<file path="src/hw/rtl/mtf_pkg.sv">
// ----------------------------------------------------------------------------
// mtf_pkg
// Shared types and constants for the move-to-front list.
// ----------------------------------------------------------------------------
package mtf_pkg;

    localparam int WORD_W = 32;
    localparam int POS_W  = 4;
    localparam int LEN_W  = 5;

    // Request kinds carried in tuser
    localparam logic REQ_INSERT = 1'b0;
    localparam logic REQ_SEARCH = 1'b1;

    // Controls broadcast from the sequencer to every cell
    typedef struct packed {
        logic cmp_en;     // register the key compare
        logic insert_en;  // shift every cell back by one place
        logic move_en;    // shift cells up to the first match
    } mtf_ctrl_t;

    typedef enum logic [2:0] {
        ST_IDLE = 3'b001,
        ST_COMP = 3'b010,
        ST_UPD  = 3'b100
    } mtf_state_t;

endpackage

</file>
<file path="src/hw/rtl/mtf_cell.sv">
// ----------------------------------------------------------------------------
// mtf_cell
// One list position: holds a word and its valid bit, compares against the
// key and takes the word of its front neighbor when told to shift.
// ----------------------------------------------------------------------------
module mtf_cell
    import mtf_pkg::*;
(
    input  logic              clk,
    input  logic              rst_n,
    input  mtf_ctrl_t         ctrl,
    input  logic [WORD_W-1:0] key,
    input  logic [WORD_W-1:0] prev_word,
    input  logic              prev_valid,
    input  logic              before_in,
    output logic [WORD_W-1:0] word,
    output logic              valid,
    output logic              match,
    output logic              before_out
);

    logic [WORD_W-1:0] word_reg;
    logic              valid_reg;
    logic              match_reg;
    logic              shift;

    // Shift on insert, or on a move when no match lies nearer the front
    assign shift = ctrl.insert_en | (ctrl.move_en & ~before_in);

    always_ff @(posedge clk)
    begin
        if (shift)
        begin
            word_reg <= prev_word;
        end
    end

    always_ff @(posedge clk or negedge rst_n)
    begin
        if (!rst_n)
        begin
            valid_reg <= 1'b0;
            match_reg <= 1'b0;
        end
        else
        begin
            if (ctrl.insert_en)
            begin
                valid_reg <= prev_valid;
            end
            if (ctrl.cmp_en)
            begin
                match_reg <= valid_reg & (word_reg == key);
            end
        end
    end

    assign word       = word_reg;
    assign valid      = valid_reg;
    assign match      = match_reg;
    assign before_out = before_in | match_reg;

endmodule

</file>
<file path="src/hw/rtl/move_to_front_list.sv">
// ----------------------------------------------------------------------------
// move_to_front_list
// Self-organizing list of signed 32-bit words built as a row of cells.
// ----------------------------------------------------------------------------
// Sequence: accept the request, register the per-cell compare, then shift the
//   cell row and load the result once the output register can take it; a new
//   item is accepted only after the previous one has been applied.
// The next item is accepted while a result still waits in the output register.
// Reset: rst_n asynchronous, active low; clears the list to empty.
// ----------------------------------------------------------------------------
module move_to_front_list
    import mtf_pkg::*;
#(
    parameter int LIST_DEPTH = 16
)
(
    input  logic        clk,
    input  logic        rst_n,
    // slave side
    input  logic        s_axis_tvalid,
    output logic        s_axis_tready,
    input  logic [31:0] s_axis_tdata,   // [31:0] data_word
    input  logic [0:0]  s_axis_tuser,   // [0] req_type
    // master side
    output logic        m_axis_tvalid,
    input  logic        m_axis_tready,
    output logic [47:0] m_axis_tdata    // [0] hit, [4:1] hit_position,
                                        // [9:5] list_length,
                                        // [41:10] front_word,
                                        // [42] insert_refused, [47:43] zero
);

    localparam int IDX_W = (LIST_DEPTH > 1) ? $clog2(LIST_DEPTH) : 1;
    localparam int CNT_W = $clog2(LIST_DEPTH + 1);

    // ------------------------------------------------------------------
    // Sequencer and request registers
    // ------------------------------------------------------------------
    mtf_state_t         state_reg, state_next;
    logic               req_reg;
    logic [WORD_W-1:0]  key_reg;
    logic [CNT_W-1:0]   count_reg, count_next;

    // Output register
    logic               out_valid_reg;
    logic               hit_out_reg;
    logic [POS_W-1:0]   pos_out_reg;
    logic [LEN_W-1:0]   len_out_reg;
    logic [WORD_W-1:0]  front_out_reg;
    logic               refused_out_reg;

    mtf_ctrl_t          ctrl;
    logic               in_take;
    logic               out_take;
    logic               apply;
    logic               full;
    logic               any_hit;
    logic [IDX_W-1:0]   first_pos;
    logic [31:0]        pos_wide;
    logic [31:0]        len_wide;
    logic [WORD_W-1:0]  front_next;

    // Cell row
    logic [WORD_W-1:0]  cell_word  [LIST_DEPTH];
    logic [LIST_DEPTH-1:0] cell_valid;
    logic [LIST_DEPTH-1:0] cell_match;
    logic [LIST_DEPTH:0]   hit_ahead;

    assign s_axis_tready = (state_reg == ST_IDLE);
    assign in_take       = s_axis_tvalid & s_axis_tready;
    assign out_take      = out_valid_reg & m_axis_tready;

    // Apply the update once the output register can take the result
    assign apply = (state_reg == ST_UPD) & (~out_valid_reg | m_axis_tready);
    assign full  = (count_reg == CNT_W'(LIST_DEPTH));

    // First match nearest the front; later cells lose priority
    always_comb
    begin
        first_pos = '0;
        for (int i = LIST_DEPTH - 1; i >= 0; i--)
        begin
            if (cell_match[i])
            begin
                first_pos = IDX_W'(i);
            end
        end
    end
    assign any_hit = hit_ahead[LIST_DEPTH];

    always_comb
    begin
        ctrl.cmp_en    = (state_reg == ST_COMP);
        ctrl.insert_en = apply & (req_reg == REQ_INSERT) & ~full;
        ctrl.move_en   = apply & (req_reg == REQ_SEARCH) & any_hit;
    end

    assign count_next = ctrl.insert_en ? count_reg + CNT_W'(1) : count_reg;

    // Front word after this request: zero if the list is empty, the key if it went to the front, else cell 0's word
    always_comb
    begin
        priority if (count_next == '0)
        begin
            front_next = '0;
        end
        else if (ctrl.insert_en | ctrl.move_en)
        begin
            front_next = key_reg;
        end
        else
        begin
            front_next = cell_word[0];
        end
    end

    // Mask position and length to their field widths
    assign pos_wide = (req_reg == REQ_SEARCH && any_hit) ? 32'(first_pos) : 32'd0;
    assign len_wide = 32'(count_next);

    always_comb
    begin
        state_next = state_reg;
        unique case (state_reg)
            ST_IDLE:
            begin
                if (in_take)
                begin
                    state_next = ST_COMP;
                end
            end
            ST_COMP:
            begin
                state_next = ST_UPD;
            end
            ST_UPD:
            begin
                if (apply)
                begin
                    state_next = ST_IDLE;
                end
            end
            default:
            begin
                state_next = ST_IDLE;
            end
        endcase
    end

    always_ff @(posedge clk or negedge rst_n)
    begin
        if (!rst_n)
        begin
            state_reg     <= ST_IDLE;
            count_reg     <= '0;
            out_valid_reg <= 1'b0;
        end
        else
        begin
            state_reg <= state_next;
            count_reg <= count_next;
            if (apply)
            begin
                out_valid_reg <= 1'b1;
            end
            else if (out_take)
            begin
                out_valid_reg <= 1'b0;
            end
        end
    end

    // Payload registers: capture the request, hold the result
    always_ff @(posedge clk)
    begin
        if (in_take)
        begin
            req_reg <= s_axis_tuser[0];
            key_reg <= s_axis_tdata;
        end
        if (apply)
        begin
            hit_out_reg     <= (req_reg == REQ_SEARCH) & any_hit;
            pos_out_reg     <= pos_wide[POS_W-1:0];
            len_out_reg     <= len_wide[LEN_W-1:0];
            front_out_reg   <= front_next;
            refused_out_reg <= (req_reg == REQ_INSERT) & full;
        end
    end

    // ------------------------------------------------------------------
    // Cell row: cell 0 takes the key, each later cell its front neighbor
    // ------------------------------------------------------------------
    assign hit_ahead[0] = 1'b0;

    for (genvar g = 0; g < LIST_DEPTH; g++)
    begin : g_cell
        logic [WORD_W-1:0] prev_word;
        logic              prev_valid;

        if (g == 0)
        begin : g_head
            assign prev_word  = key_reg;
            assign prev_valid = 1'b1;
        end
        else
        begin : g_body
            assign prev_word  = cell_word[g-1];
            assign prev_valid = cell_valid[g-1];
        end

        mtf_cell u_cell (
            .clk        (clk),
            .rst_n      (rst_n),
            .ctrl       (ctrl),
            .key        (key_reg),
            .prev_word  (prev_word),
            .prev_valid (prev_valid),
            .before_in  (hit_ahead[g]),
            .word       (cell_word[g]),
            .valid      (cell_valid[g]),
            .match      (cell_match[g]),
            .before_out (hit_ahead[g+1])
        );
    end

    assign m_axis_tvalid = out_valid_reg;
    assign m_axis_tdata  = {5'd0, refused_out_reg, front_out_reg, len_out_reg,
                            pos_out_reg, hit_out_reg};

    // ------------------------------------------------------------------
    // Assertions
    // ------------------------------------------------------------------
    a_count_bound: assert property (@(posedge clk) disable iff (!rst_n)
        count_reg <= CNT_W'(LIST_DEPTH))
        else $error("word count exceeds list depth");

    a_valid_count: assert property (@(posedge clk) disable iff (!rst_n)
        $countones(cell_valid) == 32'(count_reg))
        else $error("cell valid bits disagree with word count");

    a_refused_hold: assert property (@(posedge clk) disable iff (!rst_n)
        (apply && req_reg == REQ_INSERT && full) |=> $stable(count_reg))
        else $error("refused insert changed the list length");

    a_refused_no_hit: assert property (@(posedge clk) disable iff (!rst_n)
        out_valid_reg |-> !(refused_out_reg && hit_out_reg))
        else $error("result flags both a hit and a refused insert");

endmodule
</file>
<file path="config.mk">
export PLATFORM = sky130hd
export DESIGN_NAME = move_to_front_list
export DESIGN_NICKNAME = d
export VERILOG_FILES = /design/src/hw/rtl/mtf_pkg.sv /design/src/hw/rtl/mtf_cell.sv /design/src/hw/rtl/move_to_front_list.sv
export SDC_FILE = /design/constraint.sdc
export NUM_CORES = 1
export LEC_CHECK = 0
export BUFFER_PORTS_ARGS = -buffer_cell sky130_fd_sc_hd__buf_4
export CAP_MARGIN = 25
export CORE_MARGIN = 2
export CORE_UTILIZATION = 45
export DETAILED_ROUTE_END_ITERATION = 6
export SYNTH_ARGS = -nofsm -noshare
export SYNTH_HDL_FRONTEND = slang
export SYNTH_SLANG_ARGS = --single-unit
</file>
<file path="constraint.sdc">
create_clock -name clk -period 5.8 [get_ports clk]
set_clock_uncertainty 0.05 [all_clocks]
set_input_delay 0.58 -clock clk [delete_from_list [all_inputs] [get_ports clk]]
set_output_delay 0.58 -clock clk [all_outputs]
set_load 0.01 [all_outputs]
</file>
### After elaboration in Yosys (flattened, before gate mapping)

Cells that the tools add are included.

| operators by class | value |
|---|---|
| $add $sub $neg | 1 |
| equality and inequality tests | 22 |
| mux-type cells | 22 |
| bitwise gates (word level) | 91 |
| reduce and logical (&&, ||, !) cells | 8 |

Operator list:

| cell | count |
|---|---|
| 32-bit equality test | 16 |
| 1-bit bitwise AND | 40 |
| 32-bit two-way mux | 1 |
| 4-bit two-way mux | 8 |
| 1-bit bitwise OR | 32 |
| 1-bit inverter | 19 |
| 3-bit two-way mux | 6 |
| 3-bit case mux with 3 select lines | 1 |
| 9-bit OR reduction | 1 |
| 5-bit by 1-bit adder with 5-bit output (second input constant) | 1 |
| 5-bit equality test (second input constant) | 1 |
| 5-bit zero test | 1 |
| 5-bit two-way mux | 1 |
| 5-bit OR reduction | 1 |
| 2-bit two-way mux | 2 |
| 3-bit by 1-bit equality test with 1-bit output (second input constant) | 1 |
| 3-bit by 2-bit equality test with 1-bit output (second input constant) | 1 |
| 3-bit equality test (second input constant) | 1 |
| 1-bit two-way mux | 3 |
| 3-bit OR reduction | 1 |
| 2-bit by 1-bit inequality test with 1-bit output (second input constant) | 1 |
| 2-bit inequality test (second input constant) | 1 |
| 2-bit AND reduction | 1 |
| 2-bit nonzero test | 1 |
| other kinds (2) | 2 |

| word-level totals | value |
|---|---|
| register bits | 629 |
| logic and storage cells | 205 |

### Longest topological paths before layout

| logic depth | value |
|---|---|
| depth after elaboration | 18 |
| gate-level depth with buffers | 9 |
| depth with buffers taken out | 7 |

### By module

A second synthesis with hierarchy kept.

| second synthesis, totals | value |
|---|---|
| cell total of the unflattened synthesis | 1611 |
| area, all modules | 26090.0 um^2 |

Modules (own cells, without submodules):

| module | instances | cells an instance | area an instance (um^2) | seq. area each (um^2) |
|---|---|---|---|---|
| mtf_cell | 16 | 83 | 1402.6 | 1011.0 |
| move_to_front_list | 1 | 283 | 3648.5 | 2508.7 |

### Least setup slack after synthesis

Ideal clock, no wire load.

| path | value |
|---|---|
| path kind | register -> register |
| start point | register state_reg[1] |
| end point | register g_cell[15].u_cell.word_reg[0] (enable) |
| library setup time | 0.470 ns |
| arrival time | 4.844 ns |
| data required time | 5.280 ns |
| path slack | 0.437 ns |
| cell stages (with the launch flop) | 7 |
| period minus slack after synthesis | 5.363 ns |
| cell sequence | dfrtp_1 > or3b_4 > or2_0 > clkbuf_1 > inv_1 > nand3_1 > o31ai_1 |

| on the way | value |
|---|---|
| cells in the longest elaborated chain, start to end | 6 |
| elaborated cells between the ends (all ways) | 8 |

Ends and longest elaborated chain:

| element | line | source |
|---|---|---|
| from (decl) | move_to_front_list.sv:39 | `mtf_state_t state_reg, state_next;` |
| from (signal assigned) | move_to_front_list.sv:160 | `state_reg <= state_next;` |
| 3-bit equality test * | move_to_front_list.sv:74 | `assign apply = (state_reg == ST_UPD) & (~out_valid_reg \| m_axis_tready);` |
| 1-bit bitwise AND * | move_to_front_list.sv:74 |  |
| named net apply | move_to_front_list.sv:55 | `logic apply;` |
| 1-bit bitwise AND (2 in a row) | move_to_front_list.sv:95 | `ctrl.move_en = apply & (req_reg == REQ_SEARCH) & any_hit;` |
| 1-bit bitwise AND | mtf_cell.sv:28 | `assign shift = ctrl.insert_en \| (ctrl.move_en & ~before_in);` |
| 1-bit bitwise OR * | mtf_cell.sv:28 |  |
| named net g_cell[15].u_cell.shift | mtf_cell.sv:25 | `logic shift;` |
| to (signal assigned) | mtf_cell.sv:34 | `word_reg <= prev_word;` |
| to (decl) | mtf_cell.sv:22 | `logic [WORD_W-1:0] word_reg;` |

Mark *: on every way through the listed nets, which the timed path passes. The rest lies on a longest branch.
A chain may end at the register's enable or synchronous reset.

### Final worst setup path

| path | value |
|---|---|
| start point | register out_valid_reg (netlist: m_axis_tvalid) |
| end point | register g_cell[8].u_cell.word_reg[30] (enable) |

| on the way | value |
|---|---|
| cells in the longest elaborated chain, start to end | 7 |
| elaborated cells between the ends (all ways) | 9 |

Ends and longest elaborated chain:

| element | line | source |
|---|---|---|
| from (decl) | move_to_front_list.sv:45 | `logic out_valid_reg;` |
| from (signal assigned) | move_to_front_list.sv:156 | `out_valid_reg <= 1'b0;` |
| from (signal assigned) | move_to_front_list.sv:164 | `out_valid_reg <= 1'b1;` |
| from (signal assigned) | move_to_front_list.sv:168 | `out_valid_reg <= 1'b0;` |
| 1-bit inverter * | move_to_front_list.sv:74 |  |
| 1-bit bitwise OR * | move_to_front_list.sv:74 |  |
| 1-bit bitwise AND * | move_to_front_list.sv:74 |  |
| 1-bit bitwise AND (2 in a row) | move_to_front_list.sv:95 |  |
| 1-bit bitwise AND | mtf_cell.sv:28 |  |
| 1-bit bitwise OR * | mtf_cell.sv:28 |  |
| named net g_cell[8].u_cell.shift | mtf_cell.sv:25 |  |
| to (signal assigned) | mtf_cell.sv:34 |  |
| to (decl) | mtf_cell.sv:22 |  |

Marks and branches as above.

==> flow_summary.json <==
{
  "max_freq_mhz": 301.0,
  "rsz0062_at_grt": "no",
  "io_pins": 87,
  "cts.sinks": 629,
  "ir_drop_uv": 223.9,
  "cts_made_buffers": 67,
  "slew_violations": 0,
  "p_leak_nw": 10.01,
  "ys_types": 47,
  "wl_mm": 67.65,
  "crit_fanout": 28,
  "drc": 0,
  "hold_violations": 0,
  "yosys_warnings": 0,
  "critical_path_arrival_ns": 3.62,
  "via_per_inst": 5.321,
  "clockRootBuffer": "clkbuf_16",
  "clock_latency_ns": 0.61,
  "hold_path_class": "in -> reg",
  "worst-path-stages": 5,
  "end_kind": "flip-flop",
  "place_congestion": 0.8097,
  "cts_resized": 0,
  "core_area_sq_um": 56600,
  "synth-seq-area-share_pct": 71.00,
  "synth_cells": 1680,
  "cp.required_ns": 6.10,
  "synth_ff_type": "edfxtp_1",
  "antenna_found_initial": 0,
  "outcome": "complete, no violations",
  "antenna_cells": 0,
  "reg2reg_depth": 5,
  "syn_area_per_cell_sq_um": 15.39,
  "syn_area_sq_um": 25860,
  "grt_pass1_wl_mm": 98.08,
  "synthToLayoutAreaGrowth_pct": 14.95,
  "placementRows": 87,
  "clk_path_buf_depth": 3,
  "nets": 1840,
  "drtPass1Iterations": 7,
  "setup_viol": 0,
  "pre_cts_slack_ns": 1.827,
  "overflow": 0,
  "crit_slowest_cell": "or2_0",
  "hpwl_mm": 45.47,
  "drt_iter0_drc": 1223,
  "final_core_util_pct": 52.52,
  "grt_max_degree": 46,
  "critical-path-top-delay-family": "simple AND/OR/NAND/NOR gates",
  "final_cell_mix": "edfxtp_1, xnor2_1, xor2_1",
  "synth-edff-count": 556,
  "die_h_um": 243.7,
  "relSlewSlack_pct": 46.37,
  "power_density_nw_per_um2": 390.1,
  "crit_type": "reg -> reg",
  "met3_length_mm": 2.692,
  "hold_buffers": 1,
  "tightestPinTransition_ns": 0.8044,
  "async_flop_share_pct": 6.518,
  "gr-usage-all-layers_pct": 22.93,
  "maxCapViolations": 0,
  "initial_core_util_pct": 45.69,
  "layout_min_cycle_time_ns": 3.322,
  "met2_wirelength_mm": 36.29,
  "vias": 13890,
  "finalSetupTns_ns": 0,
  "grt_pass1_vias": 14120,
  "path_buf_inv": 1,
  "drive_gt1_share_pct": 13.92,
  "layout_commonest_cell": "edfxtp_1",
  "path_cells": "nor2b_1, or2_0, or2_2, nand2_1, buf_16",
  "ant_nets": 0,
  "maxUsedRoutingLayer": "met4",
  "largest_reg_flops": 512,
  "io_buffers": 81,
  "fin_crit_sh_pct": 57.28,
  "ys_seq_elements": 629,
  "post_drt_wl_per_cell_um": 25.92,
  "drt-met1-wl_mm": 27.08,
  "cts_tree": "built",
  "finalWorstSetupSlack_ns": 2.478,
  "cp-start-kind": "flip-flop",
  "cpPeakStageDelay_ns": 0.71,
  "htree_levels": 3,
  "path_clk_slew_ns": 0.06,
  "postCtsSetupBuffers": 0,
  "dieArea_sq_um": 59410,
  "holdPathStages": 1,
  "die_w_um": 243.7
}
==> area by class of cell <==
type	count	area [sq um]
fillers	4654	26870
flip-flops and latches	629	18360
multi-input cells	925	7059
clock buffers	87	1824
repair buffers	135	1077
well taps	756	945.9
clock inverters	35	299.0
inverters	43	161.4
==> metal layers <==
layer  up-vias  global-route usage, %
met5         -                      0
met4         0                  6.187
met3       115                  3.294
met2       384                  42.11
met1      7124                  28.12
li1       6266                      -
==> path summary, 6_finish.rpt <==
kind | endpoint | start | slack (ns)
max | g_cell[8].u_cell.word[30]$_DFFE_PP_ | m_axis_tvalid$_DFFE_PN0P_ | 2.48
max reg2reg | g_cell[8].u_cell.word[30]$_DFFE_PP_ | m_axis_tvalid$_DFFE_PN0P_ | 2.48
min | g_cell[0].prev_word[14]$_DFFE_PP_ | s_axis_tdata[14] | 0.10
min in group asynchronous | count_reg[4]$_DFF_PN0_ | rst_n | 0.47
min reg2reg | g_cell[6].u_cell.word[19]$_DFFE_PP_ | g_cell[5].u_cell.word[19]$_DFFE_PP_ | 0.40
max in group asynchronous | g_cell[9].u_cell.match$_DFFE_PN0N_ | rst_n | 4.82
==> cells in the mapped netlist (all sizes together), types with 2 or more instances <==
| cell type | number | share of area (%) |
|---|---|---|
| o31ai | 4 | 0.12 |
| or4 | 4 | 0.15 |
| a21oi | 11 | 0.26 |
| buf | 33 | 0.77 |
| nor2 | 39 | 0.57 |
| nand2 | 69 | 1.0 |
| or2 | 8 | 0.19 |
| inv | 43 | 0.62 |
| nand3 | 6 | 0.12 |
| dfrtp | 40 | 3.9 |
| mux2i | 32 | 1.2 |
| nand4 | 95 | 2.3 |
| xnor2 | 290 | 9.8 |
| or3 | 4 | 0.097 |
| nand2b | 3 | 0.073 |
| ha | 2 | 0.097 |
| o21ai | 25 | 0.48 |
| clkbuf | 54 | 0.78 |
| xor2 | 223 | 7.6 |
| nor2b | 3 | 0.073 |
| edfxtp | 556 | 65 |
| nor4 | 67 | 1.6 |
| and2 | 2 | 0.048 |
| nor3 | 19 | 0.37 |
| dfxtp | 32 | 2.5 |
| o21bai | 2 | 0.058 |
| nand3b | 2 | 0.058 |
==> metrics by stage <==
step | hold slack, ns | area [sq um] | power [mW] | instances
after CTS | 0.07096 | 29680 | 11.67 | 2607
final | 0.1010 | 29730 | 11.60 | 2610
after floorplan | 0.2344 | 25880 | 6.783 | 1684
after detailed placement | 0.4038 | 27550 | 7.512 | 2484
after global routing | 0.07417 | 29730 | 11.99 | 2610
after global placement | 0.4031 | 27500 | 7.477 | 2482
==> cell families (layout without fill, tap and decap cells) <==
| group | Yosys count | in the layout | share of synthesized area, % |
|---|---|---|---|
| AO/OA/AOI/OAI | 48 | 48 | 1.205 |
| flip-flops | 629 | 629 | 71.00 |
| AND/OR/NAND/NOR | 325 | 325 | 6.894 |
| adder cells (fa/ha/maj) | 2 | 2 | 0.09674 |
| other | 1 | 5 | 0.01450 |
| buffers and inverters | 130 | 300 | 2.177 |
| XOR/XNOR | 513 | 513 | 17.37 |
| multiplexers | 32 | 32 | 1.238 |
==> where the power goes <==
group          leakage [nW]  internal, mW  total (mW)  switching, mW
logic                  3.13         0.696        1.90           1.20
registers              5.84          5.28        5.52          0.235
clock network          1.04          2.41        4.18           1.77
total                  10.0          8.39        11.6           3.21
(Power assumes the default switching activity.)
